[config.mk]
export PLATFORM = sky130hd
export DESIGN_NAME = pcm_chunk_packet_framer_top
export DESIGN_NICKNAME = d
export VERILOG_FILES = /design/src/hw/rtl/pcf_pkg.sv /design/src/hw/rtl/pcm_chunk_packet_framer_top.sv
export SDC_FILE = /design/constraint.sdc
export NUM_CORES = 1
export LEC_CHECK = 0
export BUFFER_PORTS_ARGS = -buffer_cell sky130_fd_sc_hd__buf_2
export CORE_MARGIN = 1
export CORE_UTILIZATION = 44
export CTS_CLUSTER_SIZE = 25
export DETAILED_ROUTE_END_ITERATION = 10
export PLACE_DENSITY_LB_ADDON = 0.15
export SETUP_SLACK_MARGIN = 0.1
export SLEW_MARGIN = 20
export SYNTH_ARGS = -nofsm -noshare
export SYNTH_HDL_FRONTEND = slang
export SYNTH_SLANG_ARGS = --single-unit
[constraint.sdc]
create_clock -name clk -period 9.6 [get_ports clk]
set_input_delay 0.48 -clock clk [delete_from_list [all_inputs] [get_ports clk]]
set_output_delay 0.48 -clock clk [all_outputs]
set_load 0.02 [all_outputs]
[src/hw/rtl/pcf_pkg.sv]
package pcf_pkg;

  localparam int HEADER_BYTES    = 14;
  localparam int BYTES_EACH_MS   = 32;
  localparam int MAX_CHUNK_BYTES = 2048;
  localparam int DURATION_MIN    = 1;
  localparam int DURATION_MAX    = 64;
  localparam int DURATION_RESET  = 32;

  localparam int DUR_W  = 7;
  localparam int FILL_W = 11;
  localparam int OFF_W  = 12;
  localparam int TS_W   = 64;
  localparam int HIDX_W = 4;

  localparam logic [7:0] SIG0 = 8'hC0;
  localparam logic [7:0] SIG1 = 8'hFF;
  localparam logic [7:0] SIG2 = 8'hEE;
  localparam logic [7:0] SIG3 = 8'hEE;

  // register indexes on the configuration port
  localparam logic [1:0] CFG_DURATION = 2'd0;
  localparam logic [1:0] CFG_START_TS = 2'd1;
  localparam logic [1:0] CFG_END_ZERO = 2'd2;

  // input function codes
  localparam logic FUNC_DATA = 1'b0;
  localparam logic FUNC_END  = 1'b1;

  typedef struct packed {
    logic       func;
    logic [7:0] data_byte;
  } in_word_t;

  typedef struct packed {
    logic [OFF_W-1:0] store_offset;
    logic [7:0]       store_value;
    logic             packet_commit;
    logic [OFF_W-1:0] packet_length;
    logic             run_last;
  } out_word_t;

endpackage

[src/hw/rtl/pcm_chunk_packet_framer_top.sv]
// channel   direction  handshake              payload
// in        input      in_valid / in_ready    in_data  (pcf_pkg::in_word_t)
// out       output     out_valid / out_ready  out_data (pcf_pkg::out_word_t)
// cfg       input      cfg_valid / cfg_ready  cfg_index (2 b), cfg_value (64 b)
//
// A data byte that does not close a chunk makes one word; one word leaves per cycle while out is not stalled.
// Closing a chunk, or an end marker with the zero-size option, adds a 14-word header
// burst from the header byte counter; in_ready is low while that header is sent.
// Synchronous reset: duration 32, timestamp 0, zero-size option off, chunk empty.
// The output register frees up in the cycle it is taken, so a stall on out
// holds in_ready low only while a word is waiting.
module pcm_chunk_packet_framer_top (
  input  logic                        clk,
  input  logic                        rst,
  input  logic                        in_valid,
  output logic                        in_ready,
  input  pcf_pkg::in_word_t           in_data,
  output logic                        out_valid,
  input  logic                        out_ready,
  output pcf_pkg::out_word_t          out_data,
  input  logic                        cfg_valid,
  output logic                        cfg_ready,
  input  logic [1:0]                  cfg_index,
  input  logic [63:0]                 cfg_value
);

  localparam int PROD_W = pcf_pkg::DUR_W + 10;

  logic [pcf_pkg::DUR_W-1:0]  chunk_duration_ms;
  logic                       end_with_zero_size;
  logic [pcf_pkg::FILL_W-1:0] chunk_fill;
  logic [pcf_pkg::TS_W-1:0]   current_timestamp;
  logic                       hdr_active;
  logic [pcf_pkg::HIDX_W-1:0] hdr_idx;
  logic [pcf_pkg::OFF_W-1:0]  hdr_size;

  logic [pcf_pkg::DUR_W-1:0]  dur;
  logic [PROD_W-1:0]          bpc_raw;
  logic [pcf_pkg::OFF_W-1:0]  bpc;
  logic [pcf_pkg::FILL_W-1:0] fill_inc;
  logic                       chunk_done;
  logic                       out_free;
  logic                       in_acc;
  logic                       hdr_step;
  logic                       hdr_last;
  logic [7:0]                 hdr_byte;
  logic [2:0]                 ts_sel;
  pcf_pkg::out_word_t         out_next;

  assign cfg_ready = 1'b1;
  assign out_free  = !out_valid || out_ready;
  assign in_ready  = !hdr_active && out_free;
  assign in_acc    = in_valid && in_ready;
  assign hdr_step  = hdr_active && out_free;
  assign hdr_last  = hdr_idx == pcf_pkg::HIDX_W'(pcf_pkg::HEADER_BYTES - 1);

  // clamped duration and chunk size
  always_comb begin
    dur = chunk_duration_ms;
    if (dur < pcf_pkg::DUR_W'(pcf_pkg::DURATION_MIN)) dur = pcf_pkg::DUR_W'(pcf_pkg::DURATION_MIN);
    if (dur > pcf_pkg::DUR_W'(pcf_pkg::DURATION_MAX)) dur = pcf_pkg::DUR_W'(pcf_pkg::DURATION_MAX);
    bpc_raw = PROD_W'(dur) * PROD_W'(pcf_pkg::BYTES_EACH_MS);
    if (bpc_raw > PROD_W'(pcf_pkg::MAX_CHUNK_BYTES)) begin
      bpc = pcf_pkg::OFF_W'(pcf_pkg::MAX_CHUNK_BYTES);
    end else begin
      bpc = bpc_raw[pcf_pkg::OFF_W-1:0];
    end
  end

  // fill wraps at its width, which also closes the chunk
  assign fill_inc   = chunk_fill + pcf_pkg::FILL_W'(1);
  assign chunk_done = ({1'b0, fill_inc} >= bpc) || (fill_inc == '0);

  assign ts_sel = 3'(hdr_idx - pcf_pkg::HIDX_W'(4));

  always_comb begin
    case (hdr_idx) inside
      4'd0:          hdr_byte = pcf_pkg::SIG0;
      4'd1:          hdr_byte = pcf_pkg::SIG1;
      4'd2:          hdr_byte = pcf_pkg::SIG2;
      4'd3:          hdr_byte = pcf_pkg::SIG3;
      [4'd4:4'd11]:  hdr_byte = current_timestamp[ts_sel*8 +: 8];
      4'd12:         hdr_byte = hdr_size[7:0];
      default:       hdr_byte = {4'd0, hdr_size[11:8]};
    endcase
  end

  always_comb begin
    out_next = '0;
    if (hdr_active) begin
      out_next.store_offset  = pcf_pkg::OFF_W'(hdr_idx);
      out_next.store_value   = hdr_byte;
      out_next.packet_commit = hdr_last;
      out_next.packet_length = hdr_last ?
        hdr_size + pcf_pkg::OFF_W'(pcf_pkg::HEADER_BYTES) : '0;
      out_next.run_last      = hdr_last;
    end else begin
      out_next.store_offset  = pcf_pkg::OFF_W'(pcf_pkg::HEADER_BYTES) +
                               pcf_pkg::OFF_W'(chunk_fill);
      out_next.store_value   = in_data.data_byte;
      out_next.run_last      = !chunk_done;
    end
  end

  always_ff @(posedge clk) begin
    if (rst) begin
      chunk_duration_ms  <= pcf_pkg::DUR_W'(pcf_pkg::DURATION_RESET);
      end_with_zero_size <= 1'b0;
      current_timestamp  <= '0;
      chunk_fill         <= '0;
      hdr_active         <= 1'b0;
      hdr_idx            <= '0;
      hdr_size           <= '0;
      out_valid          <= 1'b0;
    end else begin
      if (cfg_valid) begin
        unique case (cfg_index)
          pcf_pkg::CFG_DURATION: chunk_duration_ms  <= cfg_value[pcf_pkg::DUR_W-1:0];
          pcf_pkg::CFG_START_TS: current_timestamp  <= cfg_value;
          pcf_pkg::CFG_END_ZERO: end_with_zero_size <= cfg_value[0];
          default: ;
        endcase
      end

      if (hdr_step) begin
        hdr_idx <= hdr_idx + pcf_pkg::HIDX_W'(1);
        if (hdr_last) begin
          hdr_active        <= 1'b0;
          current_timestamp <= current_timestamp + pcf_pkg::TS_W'(dur);
        end
      end else if (in_acc) begin
        hdr_idx <= '0;
        if (in_data.func == pcf_pkg::FUNC_DATA) begin
          if (chunk_done) begin
            chunk_fill <= '0;
            hdr_active <= 1'b1;
            hdr_size   <= bpc;
          end else begin
            chunk_fill <= fill_inc;
          end
        end else begin
          // end marker: partial chunk dropped
          chunk_fill <= '0;
          hdr_active <= end_with_zero_size;
          hdr_size   <= '0;
        end
      end

      if (hdr_step || (in_acc && in_data.func == pcf_pkg::FUNC_DATA)) begin
        out_valid <= 1'b1;
      end else if (out_ready) begin
        out_valid <= 1'b0;
      end
    end
  end

  always_ff @(posedge clk) begin
    if (hdr_step || (in_acc && in_data.func == pcf_pkg::FUNC_DATA)) begin
      out_data <= out_next;
    end
  end

endmodule

==> results of run 1 <==
-- power by group --
group	internal (mW)	leakage, nW	switching (mW)	total (mW)
clock	0.522	0.334	0.255	0.777
combinational	0.0584	2.09	0.0908	0.149
sequential	0.570	1.07	0.0302	0.600
-- sequential cells by signal (all words and copies together), names as in the netlist --
register / cells
hdr_idx: 4
end_with_zero_size: 1
chunk_fill: 11
chunk_duration_ms: 7
current_timestamp: 64
out_data: 30
hdr_active: 1
out_valid: 1
hdr_size: 7
-- worst max-delay path: stages (launching register included) --
cell and delay [ns]:
dfxtp_1 0.61, inv_1 0.23, ha_1 0.23, nand3_1 0.41, inv_1 0.27, nand2_2 0.06
buf_4 0.33, a2111oi_0 0.89, a22oi_1 0.26, o211ai_1 0.23
-- stage by stage --
step	utilization, %	instances	cell area [sq um]	power [mW]
after floorplan	-	1022	8474	0.7005
after global placement	47.95	1307	9000	0.7568
after detailed placement	47.95	1307	9000	0.7579
after CTS	51.70	1339	9703	1.530
after global routing	51.70	1339	9703	1.571
final	51.70	1339	9703	1.526
-- final cells by class --
type	count	area [sq um]	share of cell area, %
multi-input cells	779	5067	52.22
flip-flops and latches	126	2823	29.09
repair buffers	125	655.6	6.757
clock buffers	19	442.9	4.565
well taps	234	292.8	3.017
clock inverters	13	260.3	2.682
inverters	43	161.4	1.663
-- worst max-delay path by stage --
stage / from / to / slack, ns / depth (start not counted)
floorplan: out_valid$_SDFFE_PP0P_ / out_data[0]$_DFFE_PP_ / 5.57 / 5
global placement: hdr_idx[1]$_SDFFE_PP0P_ / current_timestamp[49]$_SDFF_PP0_ / 6.12 / 10
detailed placement: hdr_idx[1]$_SDFFE_PP0P_ / current_timestamp[18]$_SDFF_PP0_ / 6.06 / 10
CTS: hdr_idx[1]$_SDFFE_PP0P_ / current_timestamp[18]$_SDFF_PP0_ / 6.05 / 10
global route: hdr_idx[1]$_SDFFE_PP0P_ / current_timestamp[49]$_SDFF_PP0_ / 5.79 / 10
finish: hdr_idx[1]$_SDFFE_PP0P_ / current_timestamp[53]$_SDFF_PP0_ / 5.95 / 9
-- cells by family (layout without fill, tap and decap cells) --
group                      after synthesis  count (layout)
AOI/OAI and AO/OA                      232             232
xor gates and xnor gates                30              30
adders and majority gates               23              23
buffers and inverters                  117             200
DFF                                    126             126
muxes                                   36              36
other                                    2               3
and+or+nand+nor                        455             455
-- placed cells by master (no fill, tap or decap), types with 21 or more instances in the layout --
master,count
nand2_1,170
ha_1,22
nor4_1,21
inv_1,43
nand4_1,25
a31oi_1,25
a21oi_1,56
edfxtp_1,30
nor2_1,74
buf_2,113
nand3_1,50
dfxtp_1,96
-- per-layer routing --
layer / vias up / track usage, %
li1: 3930 / -
met1: 3856 / 38.44
met2: 391 / 44.17
met3: 53 / 4.450
met4: 0 / 9.668
met5: - / 0
==> flow_summary.html, run 1 <==
<table>
<tr><th>Metric</th><th>Value</th></tr>
<tr><th colspan="2">Outcome</th></tr>
<tr><td>Run status</td><td>finished, final reports clean</td></tr>
<tr><th colspan="2">Power and ir drop</th></tr>
<tr><td>Static leakage</td><td>between 3 and 4 nW</td></tr>
<tr><td>Pwr/cell area</td><td>about 160 mW/mm^2</td></tr>
<tr><td>IR Drop Worst-Case VDD</td><td>0.1292 mV</td></tr>
<tr><th colspan="2">Yosys</th></tr>
<tr><td>Synth Flop Type</td><td>dfxtp_1</td></tr>
<tr><td>Combinational family with the most area after synthesis</td><td>simple AND/OR/NAND/NOR gates</td></tr>
<tr><td>Count of different cell masters after synthesis</td><td>83</td></tr>
<tr><td>Most frequent cell after synthesis</td><td>nand2_1</td></tr>
<tr><td>Mapped Avg Cell Area</td><td>between 8 and 9 sq um</td></tr>
<tr><td>Compound-gate portion of the synthesized area</td><td>between 10% and 20%</td></tr>
<tr><td>Leading cell types by total area after synthesis</td><td>dfxtp_1, edfxtp_1, nand2_1, mux4_2, nor2_1</td></tr>
<tr><td>Synthesized area</td><td>0.008471 sq mm</td></tr>
<tr><td>Top cell type's share of synthesized area</td><td>between 20 and 25%</td></tr>
<tr><td>Number of flip-flops and latches in the synthesized netlist</td><td>approximately 130</td></tr>
<tr><td>Basic-gate share of the synthesized area counting and, or, nand and nor cells</td><td>between 20% and 30%</td></tr>
<tr><td>Instance count of the mapped netlist</td><td>1021</td></tr>
<tr><td>Fraction of the mapped netlist area in adder cells</td><td>3.486%</td></tr>
<tr><td>Count of flip-flops with a built-in enable after synthesis</td><td>30</td></tr>
<tr><td>Most area-hungry cell type in the Yosys netlist</td><td>dfxtp_1</td></tr>
<tr><td>Mux cell area share after synthesis</td><td>6.677%</td></tr>
<tr><td>Post-synth ARST share</td><td>0%</td></tr>
<tr><td>Commonest cells post-synth</td><td>nand2_1, dfxtp_1, nor2_1</td></tr>
<tr><td>Share of the synthesized netlist area taken by xor and xnor gates</td><td>3.102%</td></tr>
<tr><td>Register area share after synthesis</td><td>33.32%</td></tr>
<tr><td>Yosys warning total</td><td>0</td></tr>
<tr><th colspan="2">Layout</th></tr>
<tr><td>Post-synthesis to final-layout area growth</td><td>14.55%</td></tr>
<tr><td>Filler Cell Count</td><td>between 1500 and 2000</td></tr>
<tr><td>Fraction of layout cells with a size suffix above 1</td><td>18.55%</td></tr>
<tr><td>Antenna cell count</td><td>0</td></tr>
<tr><td>Nets</td><td>approximately 1200</td></tr>
<tr><th colspan="2">Min path</th></tr>
<tr><td>Min-delay worst type</td><td>in -&gt; reg</td></tr>
<tr><td>Worst Hold End</td><td>current_timestamp[42]$_SDFF_PP0_</td></tr>
<tr><td>Cells on Worst Hold Path</td><td>3</td></tr>
<tr><td>Hold path startpoint</td><td>cfg_value[42]</td></tr>
<tr><th colspan="2">Clock network</th></tr>
<tr><td>Post-CTS clock slew at the launch and capture registers of the worst setup and hold paths</td><td>0.06 ns</td></tr>
<tr><td>CTS tree</td><td>built</td></tr>
<tr><td>Post-CTS Repair Setup Buffers</td><td>0</td></tr>
<tr><td>CTS sink count</td><td>126</td></tr>
<tr><td>Buffer type at the clock tree root</td><td>clkbuf_16</td></tr>
<tr><td>H-tree depth reported by CTS</td><td>4</td></tr>
<tr><td>Post-cts hold buffer count</td><td>0</td></tr>
<tr><td>Maximum count of clock buffers along a single path</td><td>2</td></tr>
<tr><td>Clock buffer count from CTS</td><td>17</td></tr>
<tr><td>Resized cells post-CTS</td><td>0</td></tr>
<tr><td>Source-to-sink clock delay at the later pin of the worst-skew pair</td><td>0.43 ns</td></tr>
<tr><th colspan="2">GRT</th></tr>
<tr><td>Wire length of the first global-routing pass</td><td>around 43 mm</td></tr>
<tr><td>Initial antenna violation count</td><td>0</td></tr>
<tr><td>Maximum number of pins on one net before global-route repair</td><td>77</td></tr>
<tr><td>Overall Global Routing Usage</td><td>27.87%</td></tr>
<tr><td>Vias in the first global route</td><td>7663</td></tr>
<tr><td>Grt total ovfl</td><td>0</td></tr>
<tr><th colspan="2">Route</th></tr>
<tr><td>Met2 WL</td><td>12.21 mm</td></tr>
<tr><td>Highest routing layer actually used</td><td>met4</td></tr>
<tr><td>Routed WL</td><td>27.09 mm</td></tr>
<tr><td>Routed vias/inst</td><td>6.146</td></tr>
<tr><td>Drt initial violations</td><td>934</td></tr>
<tr><td>Met3 wire len</td><td>about 2.1 mm</td></tr>
<tr><td>DRT Pass-1 Iters</td><td>5</td></tr>
<tr><td>Via count of the routed design</td><td>8230</td></tr>
<tr><td>Wire length per cell after detailed routing</td><td>20.23 um</td></tr>
<tr><td>DRC violation count after routing</td><td>0</td></tr>
<tr><td>Count of nets left with antenna violations after detail routing</td><td>0</td></tr>
<tr><td>Wire length the detailed router placed on met1</td><td>~12 mm</td></tr>
<tr><th colspan="2">Setup path</th></tr>
<tr><td>Reg2reg end</td><td>current_timestamp[53]$_SDFF_PP0_</td></tr>
<tr><td>Critical register-to-register path startpoint</td><td>hdr_idx[1]$_SDFFE_PP0P_</td></tr>
<tr><td>Kind of end point of the critical path</td><td>flip-flop</td></tr>
<tr><td>Reg2Reg Setup Slack</td><td>5.95 ns</td></tr>
<tr><td>Element type at the critical path start</td><td>flip-flop</td></tr>
<tr><td>Largest fanout on the critical path</td><td>66</td></tr>
<tr><td>R2R depth</td><td>9</td></tr>
<tr><td>Data required, critical path</td><td>9.94 ns</td></tr>
<tr><td>Critical path start-end classification</td><td>reg -&gt; reg</td></tr>
<tr><td>Data arrival at the endpoint of the critical path</td><td>3.99 ns</td></tr>
<tr><th colspan="2">STA</th></tr>
<tr><td>Total negative setup slack</td><td>0 ns</td></tr>
<tr><td>Setup-violating endpoint count in the final report</td><td>0</td></tr>
<tr><td>Transition time at the pin with the least slew margin</td><td>1.014 ns</td></tr>
<tr><td>Portion of the clock cycle consumed by the worst path in the final layout</td><td>38.04%</td></tr>
<tr><td>Final worst-path setup slack</td><td>5.948 ns</td></tr>
<tr><td>Final Hold Viols</td><td>0</td></tr>
<tr><td>Crit path time final</td><td>between 3 and 4 ns</td></tr>
<tr><td>Relative slew slack</td><td>31.84%</td></tr>
<tr><td>Worst clock skew</td><td>around 0.0081 ns</td></tr>
<tr><td>Number of slew-limit violations in the final report</td><td>0</td></tr>
<tr><td>Unrepaired setup endpoints after global routing</td><td>no</td></tr>
<tr><td>Fmax</td><td>273.8 MHz</td></tr>
<tr><td>Worst hold slack</td><td>approximately 0.3 ns</td></tr>
<tr><th colspan="2">Placed design</th></tr>
<tr><td>Post-DP HPWL</td><td>19.12 mm</td></tr>
<tr><td>IO buf count</td><td>113</td></tr>
<tr><td>Global placement routability congestion</td><td>0.9011</td></tr>
<tr><td>Post-Place Setup Slack</td><td>6.062 ns</td></tr>
<tr><th colspan="2">Floorplan</th></tr>
<tr><td>Core region area</td><td>~0.019 sq mm</td></tr>
<tr><td>Horizontal extent of the die</td><td>140.8 um</td></tr>
<tr><td>Area of the die</td><td>a little under 0.02 sq mm</td></tr>
<tr><td>Starting density of the core</td><td>a little under half</td></tr>
<tr><td>Die outline height</td><td>140.8 um</td></tr>
<tr><td>I/O Pins</td><td>117</td></tr>
<tr><td>Count of standard-cell rows</td><td>50</td></tr>
<tr><th colspan="2">Job</th></tr>
<tr><td>Max-cap violation count</td><td>0</td></tr>
</table>
(Power assumes the default switching activity.)
==> run 2, diff against run 1 <==
==> constraint.sdc (replaced) <==
create_clock -name clk -period 3.21 [get_ports clk]
set_input_delay 0.1605 -clock clk [delete_from_list [all_inputs] [get_ports clk]]
set_output_delay 0.1605 -clock clk [all_outputs]
set_load 0.02 [all_outputs]
==> flow_summary.html, run 2 (synthesized netlist as in run 1, its figures left out) <==
<table>
<tr><th>Metric</th><th>Value</th></tr>
<tr><th colspan="2">Placed design</th></tr>
<tr><td>Post-DP HPWL</td><td>20.07 mm (+5.0%)</td></tr>
<tr><td>Cell Count Post-Placement</td><td>1332 (+1.9%)</td></tr>
<tr><td>Post-Place Setup Slack</td><td>0.1548 ns (-5.907 ns)</td></tr>
<tr><td>Dpl cell area</td><td>0.009213 sq mm (+2.4%)</td></tr>
<tr><td>IO buf count</td><td>113 (unchanged)</td></tr>
<tr><td>Global placement routability congestion</td><td>0.9277 (+3.0%)</td></tr>
<tr><th colspan="2">Route</th></tr>
<tr><td>DRT Pass-1 Iters</td><td>5 (unchanged)</td></tr>
<tr><td>Drt initial violations</td><td>601 (-36%)</td></tr>
<tr><td>Wire length per cell after detailed routing</td><td>20.08 um (-0.74%)</td></tr>
<tr><td>Routed vias/inst</td><td>6.009 (-2.2%)</td></tr>
<tr><td>Count of nets left with antenna violations after detail routing</td><td>0 (unchanged)</td></tr>
<tr><td>Routed WL</td><td>27.69 mm (+2.2%)</td></tr>
<tr><td>DRC violation count after routing</td><td>0 (unchanged)</td></tr>
<tr><td>Via count of the routed design</td><td>8286 (+0.68%)</td></tr>
<tr><th colspan="2">STA</th></tr>
<tr><td>Crit path time final</td><td>2.982 ns (-0.6700 ns)</td></tr>
<tr><td>Worst hold slack</td><td>0.008362 ns (-0.2993 ns)</td></tr>
<tr><td>Setup-violating endpoint count in the final report</td><td>0 (unchanged)</td></tr>
<tr><td>Total negative setup slack</td><td>0 ns (unchanged)</td></tr>
<tr><td>Number of slew-limit violations in the final report</td><td>0 (unchanged)</td></tr>
<tr><td>Worst clock skew</td><td>0.009606 ns (+0.001507 ns)</td></tr>
<tr><td>Unrepaired setup endpoints after global routing</td><td>no</td></tr>
<tr><td>Final worst-path setup slack</td><td>0.2280 ns (-5.720 ns)</td></tr>
<tr><td>Portion of the clock cycle consumed by the worst path in the final layout</td><td>92.90% (+55 points)</td></tr>
<tr><td>Final Hold Viols</td><td>0 (unchanged)</td></tr>
<tr><td>Relative slew slack</td><td>38.19% (+6.3 points)</td></tr>
<tr><td>Transition time at the pin with the least slew margin</td><td>0.9237 ns (-0.09019 ns)</td></tr>
<tr><td>Fmax</td><td>335.3 MHz (+22%)</td></tr>
<tr><th colspan="2">Clock network</th></tr>
<tr><td>Post-CTS clock slew at the launch and capture registers of the worst setup and hold paths</td><td>0.06 ns (about the same)</td></tr>
<tr><td>CTS sink count</td><td>126 (unchanged)</td></tr>
<tr><td>Clock buffer count from CTS</td><td>17 (unchanged)</td></tr>
<tr><td>CTS tree</td><td>built</td></tr>
<tr><td>Maximum count of clock buffers along a single path</td><td>2 (unchanged)</td></tr>
<tr><td>Buffer type at the clock tree root</td><td>clkbuf_16</td></tr>
<tr><td>H-tree depth reported by CTS</td><td>4 (unchanged)</td></tr>
<tr><td>Source-to-sink clock delay at the later pin of the worst-skew pair</td><td>0.43 ns (about the same)</td></tr>
<tr><th colspan="2">Layout</th></tr>
<tr><td>Fraction of layout cells with a size suffix above 1</td><td>20.61% (+2.1 points)</td></tr>
<tr><td>Most common cell after layout, fill and taps aside</td><td>nand2_1</td></tr>
<tr><td>Post-synthesis to final-layout area growth</td><td>18.48%</td></tr>
<tr><td>Non-filler instance count after layout</td><td>1379 (+3.0%)</td></tr>
<tr><td>Antenna cell count</td><td>0 (unchanged)</td></tr>
<tr><td>Fin area</td><td>0.01004 sq mm (+3.4%)</td></tr>
<tr><td>Flip-flop count of the largest register, all copies and words added</td><td>64 (unchanged)</td></tr>
<tr><td>Commonest cells after routing, fill and taps aside</td><td>nand2_1, buf_2, dfxtp_1</td></tr>
<tr><td>Regs by FF count</td><td>current_timestamp: 64 flops, out_data: 30 flops, chunk_fill: 11 flops</td></tr>
<tr><td>Nets</td><td>1235 (+3.3%)</td></tr>
<tr><td>Fraction of the core area covered by cells at the end of the flow</td><td>53.47% (+1.8 points)</td></tr>
<tr><td>Most flop-heavy register</td><td>current_timestamp</td></tr>
<tr><th colspan="2">Power and ir drop</th></tr>
<tr><td>Internal</td><td>3.271 mW (+180%)</td></tr>
<tr><td>Static leakage</td><td>3.662 nW (+5.1%)</td></tr>
<tr><td>Combinational fraction of design power</td><td>10.8% (+1.0 points)</td></tr>
<tr><td>IR Drop Worst-Case VDD</td><td>0.3907 mV (+200%)</td></tr>
<tr><td>Switching power summed over all nets</td><td>1.146 mW (+200%)</td></tr>
<tr><td>Switching share of total power</td><td>25.93% (+1.3 points)</td></tr>
<tr><td>Part of the power in the clock network</td><td>48.8% (-2.1 points)</td></tr>
<tr><td>Overall Power</td><td>4.417 mW (+190%)</td></tr>
<tr><td>Pwr/cell area</td><td>440.1 mW/mm^2 (+180%)</td></tr>
<tr><td>Seq pwr share</td><td>40.4% (+1.1 points)</td></tr>
<tr><th colspan="2">Setup path</th></tr>
<tr><td>Count of buffering cells on the critical path with inverters included</td><td>0 (-3)</td></tr>
<tr><td>CP Cell Sequence</td><td>ha_2 -&gt; nand4_1 -&gt; o31a_1 -&gt; or2_2 -&gt; ha_1 -&gt; a21oi_1 -&gt; nor2_1 -&gt; a211o_4 -&gt; o21a_2 -&gt; o32ai_1</td></tr>
<tr><td>Data arrival at the endpoint of the critical path</td><td>3.31 ns (-0.68 ns)</td></tr>
<tr><td>Critical path start-end classification</td><td>reg -&gt; reg</td></tr>
<tr><td>Data required, critical path</td><td>3.53 ns (-6.41 ns)</td></tr>
<tr><td>Kind of end point of the critical path</td><td>flip-flop</td></tr>
<tr><td>Crit-path max cell delay</td><td>0.39 ns (-0.50 ns)</td></tr>
<tr><td>Element type at the critical path start</td><td>flip-flop</td></tr>
<tr><td>Largest fanout on the critical path</td><td>13 (-80%)</td></tr>
<tr><td>Max stage delay cell, worst path</td><td>a211o_4</td></tr>
<tr><td>Critical Path Source</td><td>chunk_fill[1]$_SDFFE_PP0P_</td></tr>
<tr><td>Kind of cell adding the most delay to the critical path</td><td>compound AO/OA/AOI/OAI gates</td></tr>
<tr><td>Critical register-to-register path startpoint</td><td>chunk_fill[1]$_SDFFE_PP0P_</td></tr>
<tr><th colspan="2">Floorplan</th></tr>
<tr><td>Horizontal extent of the die</td><td>140.8 um (unchanged)</td></tr>
<tr><td>Core region area</td><td>0.01877 sq mm (unchanged)</td></tr>
<tr><td>Starting density of the core</td><td>45.13% (unchanged)</td></tr>
<tr><td>I/O Pins</td><td>117 (unchanged)</td></tr>
<tr><td>Count of standard-cell rows</td><td>50 (unchanged)</td></tr>
<tr><td>Area of the die</td><td>0.01981 sq mm (unchanged)</td></tr>
<tr><td>Die outline height</td><td>140.8 um (unchanged)</td></tr>
<tr><th colspan="2">Job</th></tr>
<tr><td>Max-cap violation count</td><td>0 (unchanged)</td></tr>
<tr><th colspan="2">GRT</th></tr>
<tr><td>Maximum number of pins on one net before global-route repair</td><td>78 (+1.3%)</td></tr>
<tr><td>Wire length of the first global-routing pass</td><td>42.86 mm (-0.18%)</td></tr>
<tr><td>Overall Global Routing Usage</td><td>28.09% (+0.22 points)</td></tr>
<tr><td>Grt total ovfl</td><td>0 (unchanged)</td></tr>
<tr><td>Initial antenna violation count</td><td>0 (unchanged)</td></tr>
<tr><td>Vias in the first global route</td><td>7627 (-0.47%)</td></tr>
<tr><th colspan="2">Min path</th></tr>
<tr><td>Hold path startpoint</td><td>cfg_value[1]</td></tr>
<tr><td>Min-delay worst type</td><td>in -&gt; reg</td></tr>
<tr><th colspan="2">Outcome</th></tr>
<tr><td>Run status</td><td>finished, final reports clean</td></tr>
</table>
==> run 2: routing by layer <==
metal  part of all wire, %  routed length (um)  GRT usage (%)  vias up
li1                      -                   -              -     4007
met1                    44               12250          37.31     3897
met2                    46               12790          45.56      336
met3                   7.6                2109          5.673       46
met4                   2.0                 541          9.382        0
met5                     0                   0              0        -
==> run 2: final timing paths <==
check                           slack, ns                                end  cells after the start
worst min-delay path                0.008  chunk_duration_ms[1]$_SDFFE_PP0P_                      3
worst max-delay path                 0.23          hdr_size[10]$_SDFFE_PP0P_                     10
worst min register to register       0.50  chunk_duration_ms[5]$_SDFFE_PP1P_                      2
worst max register to register       0.23          hdr_size[10]$_SDFFE_PP0P_                     10
==> run 2: cell type report <==
cell class | count | area [sq um]
multi-input combinational | 779 | 5100
clock buffer | 17 | 425.4
clock inverter | 15 | 216.5
fill | 1798 | 8732
inverter | 43 | 161.4
sequential | 126 | 2824
tap | 234 | 292.8
timing repair buffer | 165 | 1016
==> run 2: tightest hold or removal path, cell delays in order <==
cell     delay, ns
buf_2         0.10
mux2i_1       0.07
nor2_1        0.07
==> run 2: power by group through the flow <==
stage / sequential (mW) / clock, mW / combinational, mW
2_1_floorplan: 1.82 / 0 / 0.269
3_3_place_gp: 1.81 / 0 / 0.454
3_5_place_dp: 1.82 / 0 / 0.457
4_1_cts: 1.78 / 2.17 / 0.471
5_1_grt: 1.79 / 2.24 / 0.517
6_report: 1.79 / 2.16 / 0.475
==> run 2: what timing repair did <==
action                     in CTS  in global routing
hold buffers                   14                  0
hold endpoints to repair       14                  0
setup endpoints to repair       1                 24
pin swaps                       0                  1
cloned                          0                  0
setup buffers                   0                  1
resized for setup               1                  8
